==> src/design/u8d_pkg.sv <==
`default_nettype none

package u8d_pkg;

   // Field widths of the byte and result channels and of the pending-sequence state.
   localparam int unsigned BYTE_W       = 8;
   localparam int unsigned CODE_POINT_W = 21;
   localparam int unsigned PARTIAL_W    = 15;
   localparam int unsigned OWED_W       = 2;
   localparam int unsigned REQ_DATA_W   = 8;
   localparam int unsigned RSP_DATA_W   = 24;

   // Replacement character, the largest scalar value and the surrogate range.
   localparam logic [CODE_POINT_W-1:0] REPLACEMENT_CP = 21'h00FFFD;
   localparam logic [CODE_POINT_W-1:0] MAX_SCALAR_CP  = 21'h10FFFF;
   localparam logic [CODE_POINT_W-1:0] SURROGATE_LO   = 21'h00D800;
   localparam logic [CODE_POINT_W-1:0] SURROGATE_HI   = 21'h00DFFF;

   // Lead byte class boundaries.
   localparam logic [BYTE_W-1:0] ASCII_END     = 8'h80;
   localparam logic [BYTE_W-1:0] LEAD_TWO_MIN  = 8'hC2;
   localparam logic [BYTE_W-1:0] LEAD_THREE    = 8'hE0;
   localparam logic [BYTE_W-1:0] LEAD_FOUR     = 8'hF0;
   localparam logic [BYTE_W-1:0] LEAD_PAST_MAX = 8'hF5;
   localparam logic [BYTE_W-1:0] LEAD_SURR     = 8'hED;
   localparam logic [BYTE_W-1:0] LEAD_TOP      = 8'hF4;

   // Continuation byte ranges, the plain one and the narrowed ones.
   localparam logic [BYTE_W-1:0] CONT_LOW      = 8'h80;
   localparam logic [BYTE_W-1:0] CONT_HIGH     = 8'hBF;
   localparam logic [BYTE_W-1:0] CONT_LOW_E0   = 8'hA0;
   localparam logic [BYTE_W-1:0] CONT_HIGH_ED  = 8'h9F;
   localparam logic [BYTE_W-1:0] CONT_LOW_F0   = 8'h90;
   localparam logic [BYTE_W-1:0] CONT_HIGH_F4  = 8'h8F;

   // Number of results in a pair.
   localparam logic [1:0] PAIR_NONE = 2'd0;
   localparam logic [1:0] PAIR_ONE  = 2'd1;
   localparam logic [1:0] PAIR_TWO  = 2'd2;

   // One decoded result.
   typedef struct packed {
      logic [CODE_POINT_W-1:0] code_point;
      logic                    replaced;
   } u8d_result_type;

   // The results caused by one byte; last_res is always the final one.
   typedef struct packed {
      logic [1:0]     count;
      u8d_result_type first_res;
      u8d_result_type last_res;
   } u8d_pair_type;

endpackage

`default_nettype wire

==> src/design/u8d_decode.sv <==
`default_nettype none

module u8d_decode
   import u8d_pkg::*;
(
   input  wire logic              clock,
   input  wire logic              reset,
   input  wire logic              advance,
   input  wire logic [BYTE_W-1:0] text_byte,
   input  wire logic              end_of_text,
   output u8d_pair_type           pair
);

   // Pending sequence state.
   logic [OWED_W-1:0]    owed_ff,    owed_in;
   logic [PARTIAL_W-1:0] partial_ff, partial_in;
   logic [BYTE_W-1:0]    low_ff,     low_in;
   logic [BYTE_W-1:0]    high_ff,    high_in;

   logic                    pending;
   logic                    in_range;
   logic [CODE_POINT_W-1:0] joined;
   logic                    broken;
   logic                    lead_emit;
   logic                    lead_started;
   u8d_result_type          lead_res;
   u8d_result_type          repl_res;

   assign pending  = (owed_ff != '0);
   assign in_range = (text_byte >= low_ff) && (text_byte <= high_ff);
   assign joined   = {partial_ff, text_byte[5:0]};
   assign repl_res = '{code_point: REPLACEMENT_CP, replaced: 1'b1};

   // Next state and the results of the byte at the input register.
   always_comb begin
      owed_in      = owed_ff;
      partial_in   = partial_ff;
      low_in       = low_ff;
      high_in      = high_ff;
      broken       = 1'b0;
      lead_emit    = 1'b0;
      lead_started = 1'b0;
      lead_res     = repl_res;
      pair         = '{count: PAIR_NONE, first_res: repl_res, last_res: repl_res};

      if (pending && in_range) begin
         // Continuation byte inside the allowed range.
         owed_in    = owed_ff - OWED_W'(1);
         partial_in = joined[PARTIAL_W-1:0];
         low_in     = CONT_LOW;
         high_in    = CONT_HIGH;
         if (owed_ff == OWED_W'(1)) begin
            pair.count    = PAIR_ONE;
            pair.last_res = '{code_point: joined, replaced: 1'b0};
            partial_in    = '0;
         end else if (end_of_text) begin
            pair.count    = PAIR_ONE;
            owed_in       = '0;
            partial_in    = '0;
         end
      end else begin
         // A pending sequence, if any, is cut short; the byte starts over as a lead.
         broken     = pending;
         owed_in    = '0;
         partial_in = '0;
         low_in     = CONT_LOW;
         high_in    = CONT_HIGH;
         if (text_byte < ASCII_END) begin
            lead_emit = 1'b1;
            lead_res  = '{code_point: CODE_POINT_W'(text_byte), replaced: 1'b0};
         end else if (text_byte < LEAD_TWO_MIN) begin
            lead_emit = 1'b1;
         end else if (text_byte < LEAD_THREE) begin
            lead_started = 1'b1;
            owed_in      = OWED_W'(1);
            partial_in   = PARTIAL_W'(text_byte[4:0]);
         end else if (text_byte < LEAD_FOUR) begin
            lead_started = 1'b1;
            owed_in      = OWED_W'(2);
            partial_in   = PARTIAL_W'(text_byte[3:0]);
            low_in       = (text_byte == LEAD_THREE) ? CONT_LOW_E0 : CONT_LOW;
            high_in      = (text_byte == LEAD_SURR) ? CONT_HIGH_ED : CONT_HIGH;
         end else if (text_byte < LEAD_PAST_MAX) begin
            lead_started = 1'b1;
            owed_in      = OWED_W'(3);
            partial_in   = PARTIAL_W'(text_byte[2:0]);
            low_in       = (text_byte == LEAD_FOUR) ? CONT_LOW_F0 : CONT_LOW;
            high_in      = (text_byte == LEAD_TOP) ? CONT_HIGH_F4 : CONT_HIGH;
         end else begin
            lead_emit = 1'b1;
         end

         // A lead that is also the last byte of the text is a cut subpart.
         if (lead_started && end_of_text) begin
            lead_emit  = 1'b1;
            owed_in    = '0;
            partial_in = '0;
            low_in     = CONT_LOW;
            high_in    = CONT_HIGH;
         end

         // Put the final result in the last slot.
         if (broken && lead_emit) begin
            pair.count    = PAIR_TWO;
            pair.last_res = lead_res;
         end else if (broken) begin
            pair.count    = PAIR_ONE;
         end else if (lead_emit) begin
            pair.count    = PAIR_ONE;
            pair.last_res = lead_res;
         end
      end
   end

   // State advances when the byte moves into the result register.
   always_ff @(posedge clock) begin
      if (reset) begin
         owed_ff    <= '0;
         partial_ff <= '0;
         low_ff     <= CONT_LOW;
         high_ff    <= CONT_HIGH;
      end else if (advance) begin
         owed_ff    <= owed_in;
         partial_ff <= partial_in;
         low_ff     <= low_in;
         high_ff    <= high_in;
      end
   end

endmodule

`default_nettype wire

==> src/design/u8d_out_buf.sv <==
`default_nettype none

module u8d_out_buf
   import u8d_pkg::*;
(
   input  wire logic                    clock,
   input  wire logic                    reset,
   input  wire logic                    load,
   input  wire u8d_pair_type            pair,
   input  wire logic                    take,
   output logic                         free,
   output logic                         out_valid,
   output logic [CODE_POINT_W-1:0]      out_code_point,
   output logic                         out_replaced,
   output logic                         out_last
);

   logic [1:0]     count_ff, count_in;
   u8d_result_type first_ff, last_ff;

   // Room for a new pair when empty or once the final held result leaves this cycle.
   assign free = (count_ff == PAIR_NONE) || ((count_ff == PAIR_ONE) && take);

   // Count of results still to deliver.
   always_comb begin
      count_in = count_ff;
      if (load) begin
         count_in = pair.count;
      end else if (take && (count_ff != PAIR_NONE)) begin
         count_in = count_ff - 2'd1;
      end
   end

   always_ff @(posedge clock) begin
      if (reset) begin
         count_ff <= PAIR_NONE;
      end else begin
         count_ff <= count_in;
      end
   end

   // Result payload.
   always_ff @(posedge clock) begin
      if (load) begin
         first_ff <= pair.first_res;
         last_ff  <= pair.last_res;
      end
   end

   // The first slot is shown only while both results remain.
   assign out_valid      = (count_ff != PAIR_NONE);
   assign out_last       = (count_ff == PAIR_ONE);
   assign out_code_point = out_last ? last_ff.code_point : first_ff.code_point;
   assign out_replaced   = out_last ? last_ff.replaced : first_ff.replaced;

endmodule

`default_nettype wire

==> src/design/utf8_strict_decoder_core.sv <==
// Streaming strict UTF-8 decoder.
// The req_ channel takes one text byte per transfer in req_tdata, with
// req_tlast high on the last byte of a text. The rsp_ channel gives decoded
// code points in rsp_tdata; rsp_tuser is high when the result is U+FFFD
// standing in for an ill-formed subpart, and rsp_tlast marks the final result
// caused by one input byte. A byte gives zero, one or two results.
// A byte is held in the input register, is decoded into the result register,
// and is offered on rsp_ from the result register.
// Throughput is one byte per cycle while the receiver accepts and each
// byte gives at most one result; a two-result byte stays until both leave.
// The pending-sequence state is updated as a byte moves into the result
// register, so the next byte sees it at once.
// Reset clears the pending sequence and empties both registers.
// When the receiver stalls, the result stays on rsp_ and one more byte is
// held in the input register; req_tready then drops until results move on.
`default_nettype none

module utf8_strict_decoder_core
   import u8d_pkg::*;
(
   input  wire logic                  clock,
   input  wire logic                  reset,
   input  wire logic                  req_tvalid,
   output logic                       req_tready,
   input  wire logic [REQ_DATA_W-1:0] req_tdata,  // [7:0] text_byte
   input  wire logic                  req_tlast,  // end_of_text
   output logic                       rsp_tvalid,
   input  wire logic                  rsp_tready,
   output logic [RSP_DATA_W-1:0]      rsp_tdata,  // [20:0] code_point, zero above
   output logic                       rsp_tuser,  // [0] replaced
   output logic                       rsp_tlast   // out_last
);

   logic              in_valid_ff, in_valid_in;
   logic [BYTE_W-1:0] in_byte_ff;
   logic              in_eot_ff;
   logic              advance;
   logic              buf_free;
   u8d_pair_type      pair;
   logic [CODE_POINT_W-1:0] out_code_point;

   // Input register: moves on when the result register has room.
   assign advance     = in_valid_ff && buf_free;
   assign req_tready  = !in_valid_ff || buf_free;
   assign in_valid_in = (req_tvalid && req_tready) || (in_valid_ff && !advance);

   always_ff @(posedge clock) begin
      if (reset) begin
         in_valid_ff <= 1'b0;
      end else begin
         in_valid_ff <= in_valid_in;
      end
   end

   always_ff @(posedge clock) begin
      if (req_tvalid && req_tready) begin
         in_byte_ff <= req_tdata[BYTE_W-1:0];
         in_eot_ff  <= req_tlast;
      end
   end

   // Per-byte decode and sequence state.
   u8d_decode u_decode (
      .clock       (clock),
      .reset       (reset),
      .advance     (advance),
      .text_byte   (in_byte_ff),
      .end_of_text (in_eot_ff),
      .pair        (pair)
   );

   // Result register with room for two results.
   u8d_out_buf u_out_buf (
      .clock          (clock),
      .reset          (reset),
      .load           (advance),
      .pair           (pair),
      .take           (rsp_tready),
      .free           (buf_free),
      .out_valid      (rsp_tvalid),
      .out_code_point (out_code_point),
      .out_replaced   (rsp_tuser),
      .out_last       (rsp_tlast)
   );

   assign rsp_tdata = {{(RSP_DATA_W - CODE_POINT_W){1'b0}}, out_code_point};

   // The earlier result of a pair is always a replacement.
   assert property (@(posedge clock) disable iff (reset)
      rsp_tvalid && !rsp_tlast |-> rsp_tuser)
      else $error("first of two results is not a replacement");

   // A decoded scalar is never a surrogate and never past the top of the range.
   assert property (@(posedge clock) disable iff (reset)
      rsp_tvalid && !rsp_tuser |->
         (out_code_point <= MAX_SCALAR_CP) &&
         !((out_code_point >= SURROGATE_LO) && (out_code_point <= SURROGATE_HI)))
      else $error("decoded code point is not a scalar value");

   // After the first result of a pair leaves, the final one follows.
   assert property (@(posedge clock) disable iff (reset)
      rsp_tvalid && rsp_tready && !rsp_tlast |=> rsp_tvalid && rsp_tlast)
      else $error("second result of a pair missing");

endmodule

`default_nettype wire
==> config.mk <==
export PLATFORM = sky130hd
export DESIGN_NAME = utf8_strict_decoder_core
export DESIGN_NICKNAME = d
export VERILOG_FILES = /design/src/design/u8d_pkg.sv /design/src/design/u8d_decode.sv /design/src/design/u8d_out_buf.sv /design/src/design/utf8_strict_decoder_core.sv
export SDC_FILE = /design/constraint.sdc
export NUM_CORES = 1
export LEC_CHECK = 0
export ABC_AREA = 1
export CAP_MARGIN = 30
export CORE_MARGIN = 5
export CORE_UTILIZATION = 69
export DETAILED_ROUTE_END_ITERATION = 6
export DONT_BUFFER_PORTS = 1
export GPL_TIMING_DRIVEN = 1
export PLACE_DENSITY = 0.85
export SYNTH_ARGS = -nofsm -noshare
export SYNTH_HDL_FRONTEND = slang
export SYNTH_HIERARCHICAL = 1
export SYNTH_SLANG_ARGS = --single-unit
==> constraint.sdc <==
create_clock -name clock -period 7.5 [get_ports clock]
set_clock_uncertainty 0.15 [all_clocks]
set_input_delay 1.5 -clock clock [delete_from_list [all_inputs] [get_ports clock]]
set_output_delay 1.5 -clock clock [all_outputs]
set_load 0.1 [all_outputs]
==> impl_metrics.py, run 1 <==
metrics = {
    "cells_and_area": {
        "layout_commonest_cell": "nand2_1",
        "synthToLayoutAreaGrowth_pct": 2.161,
        "drive_above_1_share_pct": 11.85,
        "layout.cells.most_common_list": "nand2_1 (139), edfxtp_1 (53), inv_1 (42)",
        "layout.cell_area.non_filler_sq_um": 4023,
        "fin_util_pct": 72.61,
        "number_of_nets_in_the_final_layout": 456,
        "multi_input_area_sq_um": 1469,
        "num_antenna_cells": 0,
        "final-seq-area_sq_um": 2072,
        "n_fill_cell": 430,
    },
    "job": {
        "cap_violations": 0,
    },
    "worst_setup_path": {
        "critPathRequiredTime_ns": 5.85,
        "cell_family_with_most_cp_delay": "adder cells",
        "worst_path_max_delay_cell": "ha_2",
        "cp_num_buf_inv": 1,
        "cp_data_arrival_time_ns": 2.69,
        "critPathCaptureType": "output port",
        "cp_slowest_stage_delay_ns": 0.83,
        "cp_common_cell": "nand2_1",
        "critical_path.cell_chain": "ha_2 > inv_2 > nand2_1 > nand2_1",
        "cp-start-kind": "flip-flop",
        "worst-setup-path-type": "reg2out",
        "crit_path_max_fanout": 25,
    },
    "pwr": {
        "share_clk_of_total_power_pct": 22.2,
        "vdd.ir_drop.worst_mv": 0.2771,
        "pwr-share-comb_pct": 39.7,
        "total_leakage_power_nw": 1.634,
        "p_seq_share_pct": 38.0,
        "switching_power_mw": 0.6748,
        "powerDensity_nw_per_um2": 346.8,
        "cellInternalPower_mw": 0.7201,
        "netSwitchingFraction_pct": 48.38,
    },
    "logic_synthesis": {
        "postSynthCellCount": 442,
        "synth_area_leader": "edfxtp_1",
        "syn_avg_cell_area_sq_um": 8.908,
        "yosys_warnings": 6,
        "yosys_register_bits": 77,
        "synth.top_cells.by_area": "edfxtp_1 (40%), nand2_1 (13%), dfxtp_1 (12%), buf_4 (5.1%), inv_1 (4.1%)",
        "synthesis.area_sq_um": 3938,
        "synth_seq_area_share_pct": 52.62,
        "synth_top_area_share_pct": 40.42,
        "ys_types": 34,
    },
    "timing": {
        "hold_violations": 0,
        "max_freq_ghz": 0.2303,
        "final_period_minus_worst_setup_slack_ns": 4.343,
        "final_max_slew_viol_count": 0,
        "worst_slew_margin_rel_pct": 35.38,
        "fin_crit_share_pct": 57.91,
        "worst_hold_slack_ns": 0.3198,
        "unrepaired_setup_endpoints_after_global_routing": "no",
        "finalSetupViolations": 0,
        "timing_worst_slew_pin_value_ns": 0.9693,
        "finalSetupTns_ns": 0,
        "postLayoutSetupSlackWorst_ns": 3.157,
    },
    "route": {
        "dr.pass1.iters": 5,
        "routed-via-count": 2757,
        "post_detailed_route_via_to_cell_ratio": 5.395,
        "antenna_left": 0,
        "routed_wire_length_mm": 7.211,
        "drt_iter0_markers": 279,
        "post_drt_wl_per_cell_um": 14.11,
        "drc_errors": 0,
    },
    "place": {
        "placed_cell_area_sq_um": 3825,
        "place_congestion": 0.8382,
        "post-dp-hpwl_mm": 4.821,
        "port_buffers": 0,
        "dp_worst_setup_slack_ns": 3.514,
    },
    "global_routing": {
        "first_global_vias": 2581,
        "grt_max_degree": 71,
        "globalRoute.totalOverflow": 0,
        "global_route.usage.total_pct": 20.94,
        "initial_antenna_violation_count": 0,
        "grt_first_pass_wirelength_mm": 12.13,
    },
    "clock_network": {
        "cts.htree.levels": 3,
        "clkSlewWorstSetupHoldPaths_ns": 0.08,
        "root_buffer": "clkbuf_8",
        "clk-insertion-delay-late_ns": 0.35,
        "postCtsHoldBufs": 0,
        "cts_tree": "built",
        "ctsResizeCount": 0,
        "cts_buffer_depth": 2,
        "cts-buffers-inserted": 9,
        "cts.sinks": 77,
        "cts.repair_timing.setup_buffer_count": 0,
    },
    "status": {
        "result_of_the_run": "completed",
    },
    "floorplan": {
        "die_ar_sq_um": 7317,
        "io_pins": 41,
        "die_height_um": 85.54,
        "dieWidth_um": 85.54,
        "floorplan.core_area_sq_um": 5540,
        "initial_core_util_pct": 71.07,
        "fp-row-count": 27,
    },
    "min_path": {
        "hp-class": "reg2reg",
    },
}
[metrics by stage]
step	power [mW]	cells
2_1_floorplan	1.067	464
3_3_place_gp	1.084	495
3_5_place_dp	1.094	495
4_1_cts	1.399	511
5_1_grt	1.461	511
6_report	1.395	511
[registers in the layout, indices dropped and copies added (netlist names)]
register	cells
u_decode/partial_ff	15
u_out_buf/last_ff	22
in_byte_ff	8
u_decode/owed_ff	2
u_decode/high_ff	2
u_out_buf/count_ff	2
in_eot_ff	1
in_valid_ff	1
u_out_buf/first_ff	22
u_decode/low_ff	2
[worst paths after layout]
check | startpoint | to | slack (ns) | cells after the start
setup / recovery | u_out_buf/count_ff[0] | rsp_tdata[14] | 3.16 | 4
hold reg to reg | u_decode/low_ff[4] | u_decode/low_ff[4] | 0.32 | 2
hold / removal | u_decode/low_ff[4] | u_decode/low_ff[4] | 0.32 | 2
setup reg to reg | u_out_buf/count_ff[0] | u_decode/low_ff[5] | 3.68 | 10
[power by group through the flow]
| stage | combinational [mW] | clock, mW | sequential, mW |
|---|---|---|---|
| 6_report | 0.554 | 0.310 | 0.531 |
| 5_1_grt | 0.588 | 0.338 | 0.535 |
| 4_1_cts | 0.554 | 0.314 | 0.531 |
| 3_5_place_dp | 0.554 | 0 | 0.540 |
| 3_3_place_gp | 0.546 | 0 | 0.539 |
| 2_1_floorplan | 0.533 | 0 | 0.533 |
[layout make-up]
class / instances / share of cell area, %
Tap cell: 72 / 2.240
Clock buffer: 9 / 3.079
Multi-Input combinational cell: 296 / 36.52
Inverter: 49 / 4.635
Clock inverter: 7 / 1.835
Sequential cell: 77 / 51.51
Timing Repair Buffer: 1 / 0.1866
[worst register-to-register path, cell delays in order, from the launching register on]
cell and delay, ns:
dfxtp_1 0.39, ha_2 0.83, nand2_1 0.11, nand2_1 0.11, nand2_1 0.08, inv_2 0.05, buf_4 0.63, inv_1 0.61
nor4_1 0.46, nand4_1 0.17, a21oi_1 0.17
[cell usage after synthesis]
library cell / count
a21boi_4: 1
a21oi_1: 13
a21oi_2: 9
a31oi_1: 1
and2_1: 1
buf_12: 1
buf_2: 4
buf_4: 27
buf_6: 2
clkbuf_1: 8
conb_1: 3
dfxtp_1: 24
edfxtp_1: 53
ha_1: 9
inv_1: 43
inv_2: 5
inv_4: 1
nand2_1: 139
nand2_2: 5
nand2_4: 1
nand3_1: 11
nand3_2: 9
nand3b_1: 2
nand4_1: 13
nor2_1: 23
nor3_1: 16
nor3_4: 1
nor3b_1: 1
nor4_1: 1
o211ai_1: 1
o21ai_0: 11
o21ai_1: 1
o21ai_2: 1
o22ai_1: 1
[cell families after synthesis]
logic type,after synthesis,share of synthesized area (%)
fa+ha+maj,9,2.860
compound gates,39,6.387
simple gates,223,25.61
buf+inv,91,12.23
other cells,3,0.2860
flops,77,52.62
[routing by layer]
metal / share of wire (%) / track usage (%)
met5: 0 / 0
met4: 1.5 / 8.489
met3: 8.4 / 3.650
met2: 47 / 34.32
met1: 43 / 27.72
Note: power is estimated with default switching activity, not from simulation.
==> run 2, diff against run 1 <==
Settings changed: ABC_AREA 1 to 0, CORE_UTILIZATION 69 to 64, PLACE_DENSITY 0.85 to 0.8.
Clock period 7.5 ns to 4.52 ns, I/O delays scaled along.
==> run 2 against run 1 <==
Clock-buffer cell count rose by 5. Flip-flop and latch count did not move. Die area rose by 4.1%. Critical path type unchanged. Largest cell class unchanged. Sequential power rose by 68%. Synthesized area fell by 2.9%. Power rose by 74%. Non-clock buffer count rose by 2. Wire length fell by 12%. Cell count fell by 24%. Sequential share of layout area rose by 0.86 points. Global-route usage fell by 2.5 points. Utilization fell by 5.0 points.
==> impl_metrics.py, run 2 <==
metrics = {
    "pwr": {
        "p_seq_share_pct": 36.7,
        "pwr-share-comb_pct": 37.6,
        "total_leakage_power_nw": 1.490,
        "netSwitchingFraction_pct": 41.77,
        "share_clk_of_total_power_pct": 25.7,
        "powerDensity_nw_per_um2": 613.2,
        "cellInternalPower_mw": 1.413,
        "switching_power_mw": 1.013,
        "vdd.ir_drop.worst_mv": 0.4422,
    },
    "cells_and_area": {
        "fin_util_pct": 67.62,
        "synthToLayoutAreaGrowth_pct": 3.502,
        "layout_commonest_cell": "edfxtp_1",
        "drive_above_1_share_pct": 22.61,
        "layout.cells.non_filler": 389,
        "number_of_nets_in_the_final_layout": 331,
        "num_antenna_cells": 0,
        "largestRegisters": "u_out_buf/first_ff (22), u_out_buf/last_ff (22), u_decode/partial_ff (15)",
        "layout.cells.most_common_list": "edfxtp_1 (53), conb_1 (25), dfxtp_1 (24)",
    },
    "worst_setup_path": {
        "worst-setup-path-type": "reg2out",
        "cp-start-kind": "flip-flop",
        "critPathRequiredTime_ns": 3.47,
        "crit_path_max_fanout": 15,
        "critPathCaptureType": "output port",
        "cp_data_arrival_time_ns": 2.13,
    },
    "logic_synthesis": {
        "ys_async_sr_fraction_pct": 0,
        "postSynthCellCount": 315,
        "synth_flop_cell": "edfxtp_1",
        "ys_types": 57,
        "synth_seq_area_share_pct": 54.21,
        "yosys_register_bits": 77,
        "synth_area_leader": "edfxtp_1",
        "synth_enable_flop_cells": 53,
        "synth.cells.most_frequent": "edfxtp_1 (53), buf_4 (26), dfxtp_1 (24), nand2_1 (23), mux2_2 (22)",
        "synthMostInstantiatedCell": "edfxtp_1",
        "syn_avg_cell_area_sq_um": 12.13,
        "synthesis.area_sq_um": 3822,
        "synth_top_area_share_pct": 41.64,
        "yosys_warnings": 6,
        "synth.top_cells.by_area": "edfxtp_1 (42%), dfxtp_1 (13%), mux2_2 (6.5%), buf_4 (5.1%), ha_1 (2.9%)",
    },
    "clock_network": {
        "cts.repair_timing.setup_buffer_count": 0,
        "cts_tree": "built",
        "ctsResizeCount": 0,
        "root_buffer": "clkbuf_8",
        "cts-buffers-inserted": 9,
        "clk-insertion-delay-late_ns": 0.34,
        "clkSlewWorstSetupHoldPaths_ns": 0.07,
        "postCtsHoldBufs": 0,
        "cts.sinks": 77,
        "cts_buffer_depth": 2,
        "cts.htree.levels": 3,
    },
    "timing": {
        "unrepaired_setup_endpoints_after_global_routing": "no",
        "finalSetupViolations": 0,
        "finalSetupTns_ns": 0,
        "final_max_slew_viol_count": 0,
        "timing_worst_slew_pin_value_ns": 0.6595,
        "max_freq_ghz": 0.3142,
        "hold_violations": 0,
        "worst_slew_margin_rel_pct": 55.99,
        "fin_crit_share_pct": 70.41,
        "postLayoutSetupSlackWorst_ns": 1.337,
        "final_period_minus_worst_setup_slack_ns": 3.183,
        "worst_hold_slack_ns": 0.3102,
    },
    "route": {
        "drc_errors": 0,
        "drt_iter0_markers": 224,
        "routed_wire_length_mm": 6.332,
        "post_detailed_route_via_to_cell_ratio": 5.697,
        "routed-via-count": 2216,
        "post_drt_wl_per_cell_um": 16.28,
        "antenna_left": 0,
        "dr.pass1.iters": 4,
    },
    "place": {
        "post-dp-hpwl_mm": 4.179,
        "port_buffers": 0,
        "place_congestion": 0.8942,
        "dp_worst_setup_slack_ns": 1.619,
        "number_of_placed_cells_counting_well_taps": 373,
    },
    "floorplan": {
        "floorplan.core_area_sq_um": 5851,
        "dieWidth_um": 87.28,
        "die_ar_sq_um": 7618,
        "fp-row-count": 28,
        "io_pins": 41,
        "die_height_um": 87.28,
        "initial_core_util_pct": 65.33,
    },
    "global_routing": {
        "grt_first_pass_wirelength_mm": 10.73,
        "initial_antenna_violation_count": 0,
        "globalRoute.totalOverflow": 0,
        "global_route.usage.total_pct": 18.47,
        "first_global_vias": 2172,
        "grt_max_degree": 48,
    },
    "min_path": {
        "hp-class": "reg2reg",
    },
    "status": {
        "result_of_the_run": "completed",
    },
    "job": {
        "cap_violations": 0,
    },
}
==> run 2: cell types whose count changed in the layout (fill, tap and decap cells not counted), moves of 6 or more <==
cell	change
nand4_1	-8
o21ai_0	-7
inv_2	-6
mux2_2	+22
a21o_1	+13
nand3_2	-9
inv_1	-26
o31ai_2	+9
a21oi_2	-8
nor2_1	-8
nand2_1	-116
a21oi_1	-8
nor3_1	-13
==> run 2: area by class of cell <==
| class | instances | area [sq um] |
|---|---|---|
| flip-flops and latches | 77 | 2072 |
| fillers | 439 | 1894 |
| multi-input cells | 202 | 1453 |
| clock buffers | 14 | 195.2 |
| well taps | 75 | 93.84 |
| clock inverters | 2 | 60.06 |
| inverters | 16 | 60.06 |
| repair buffers | 3 | 22.52 |
==> run 2: logic make-up (layout without fill, tap and decap cells) <==
kind of cell | after synthesis | count (layout) | share of synthesized area, %
AND/OR/NAND/NOR | 83 | 83 | 12.34
buffers and inverters | 58 | 35 | 10.02
other | 3 | 25 | 0.2946
multiplexers | 23 | 23 | 6.743
XOR/XNOR | 1 | 1 | 0.2292
flip-flops | 77 | 77 | 54.21
adder cells (fa/ha/maj) | 9 | 9 | 2.946
AO/OA/AOI/OAI | 61 | 61 | 13.22
==> run 2: final timing paths <==
path / from / endpoint / slack [ns] / depth (start not counted)
worst max-delay path: u_out_buf/count_ff[0] / rsp_tdata[9] / 1.34 / 3
worst min-delay path: u_decode/partial_ff[12] / u_decode/partial_ff[12] / 0.31 / 2
worst max register to register: in_byte_ff[5] / u_out_buf/count_ff[0] / 1.58 / 7
worst min register to register: u_decode/partial_ff[12] / u_decode/partial_ff[12] / 0.31 / 2
==> run 2: power by group through the flow <==
stage          Sequential, mW  Combinational [mW]  Clock (mW)
2_1_floorplan           0.888               0.883           0
3_3_place_gp            0.904               0.906           0
3_5_place_dp            0.907               0.913           0
4_1_cts                 0.891               0.916       0.632
5_1_grt                 0.900               0.957       0.676
6_report                0.891               0.912       0.624
==> run 2: worst max-delay path, stage by stage (launching register included) <==
cell	delay, ns
dfxtp_1	0.37
ha_2	0.34
buf_4	0.46
mux2_2	0.62
==> run 2: per-stage QoR <==
stage / cell area (sq um) / total power, mW
after floorplan: 3905 / 1.772
after global placement: 3701 / 1.810
after detailed placement: 3701 / 1.820
after CTS: 3956 / 2.440
after global routing: 3956 / 2.533
final: 3956 / 2.426
==> run 2: per-layer routing <==
layer,wire length [um],track usage (%),up-vias
li1,-,-,1082
met1,2915,26.09,1055
met2,2884,26.23,75
met3,485,7.285,4
met4,46,5.718,0
met5,0,0,-
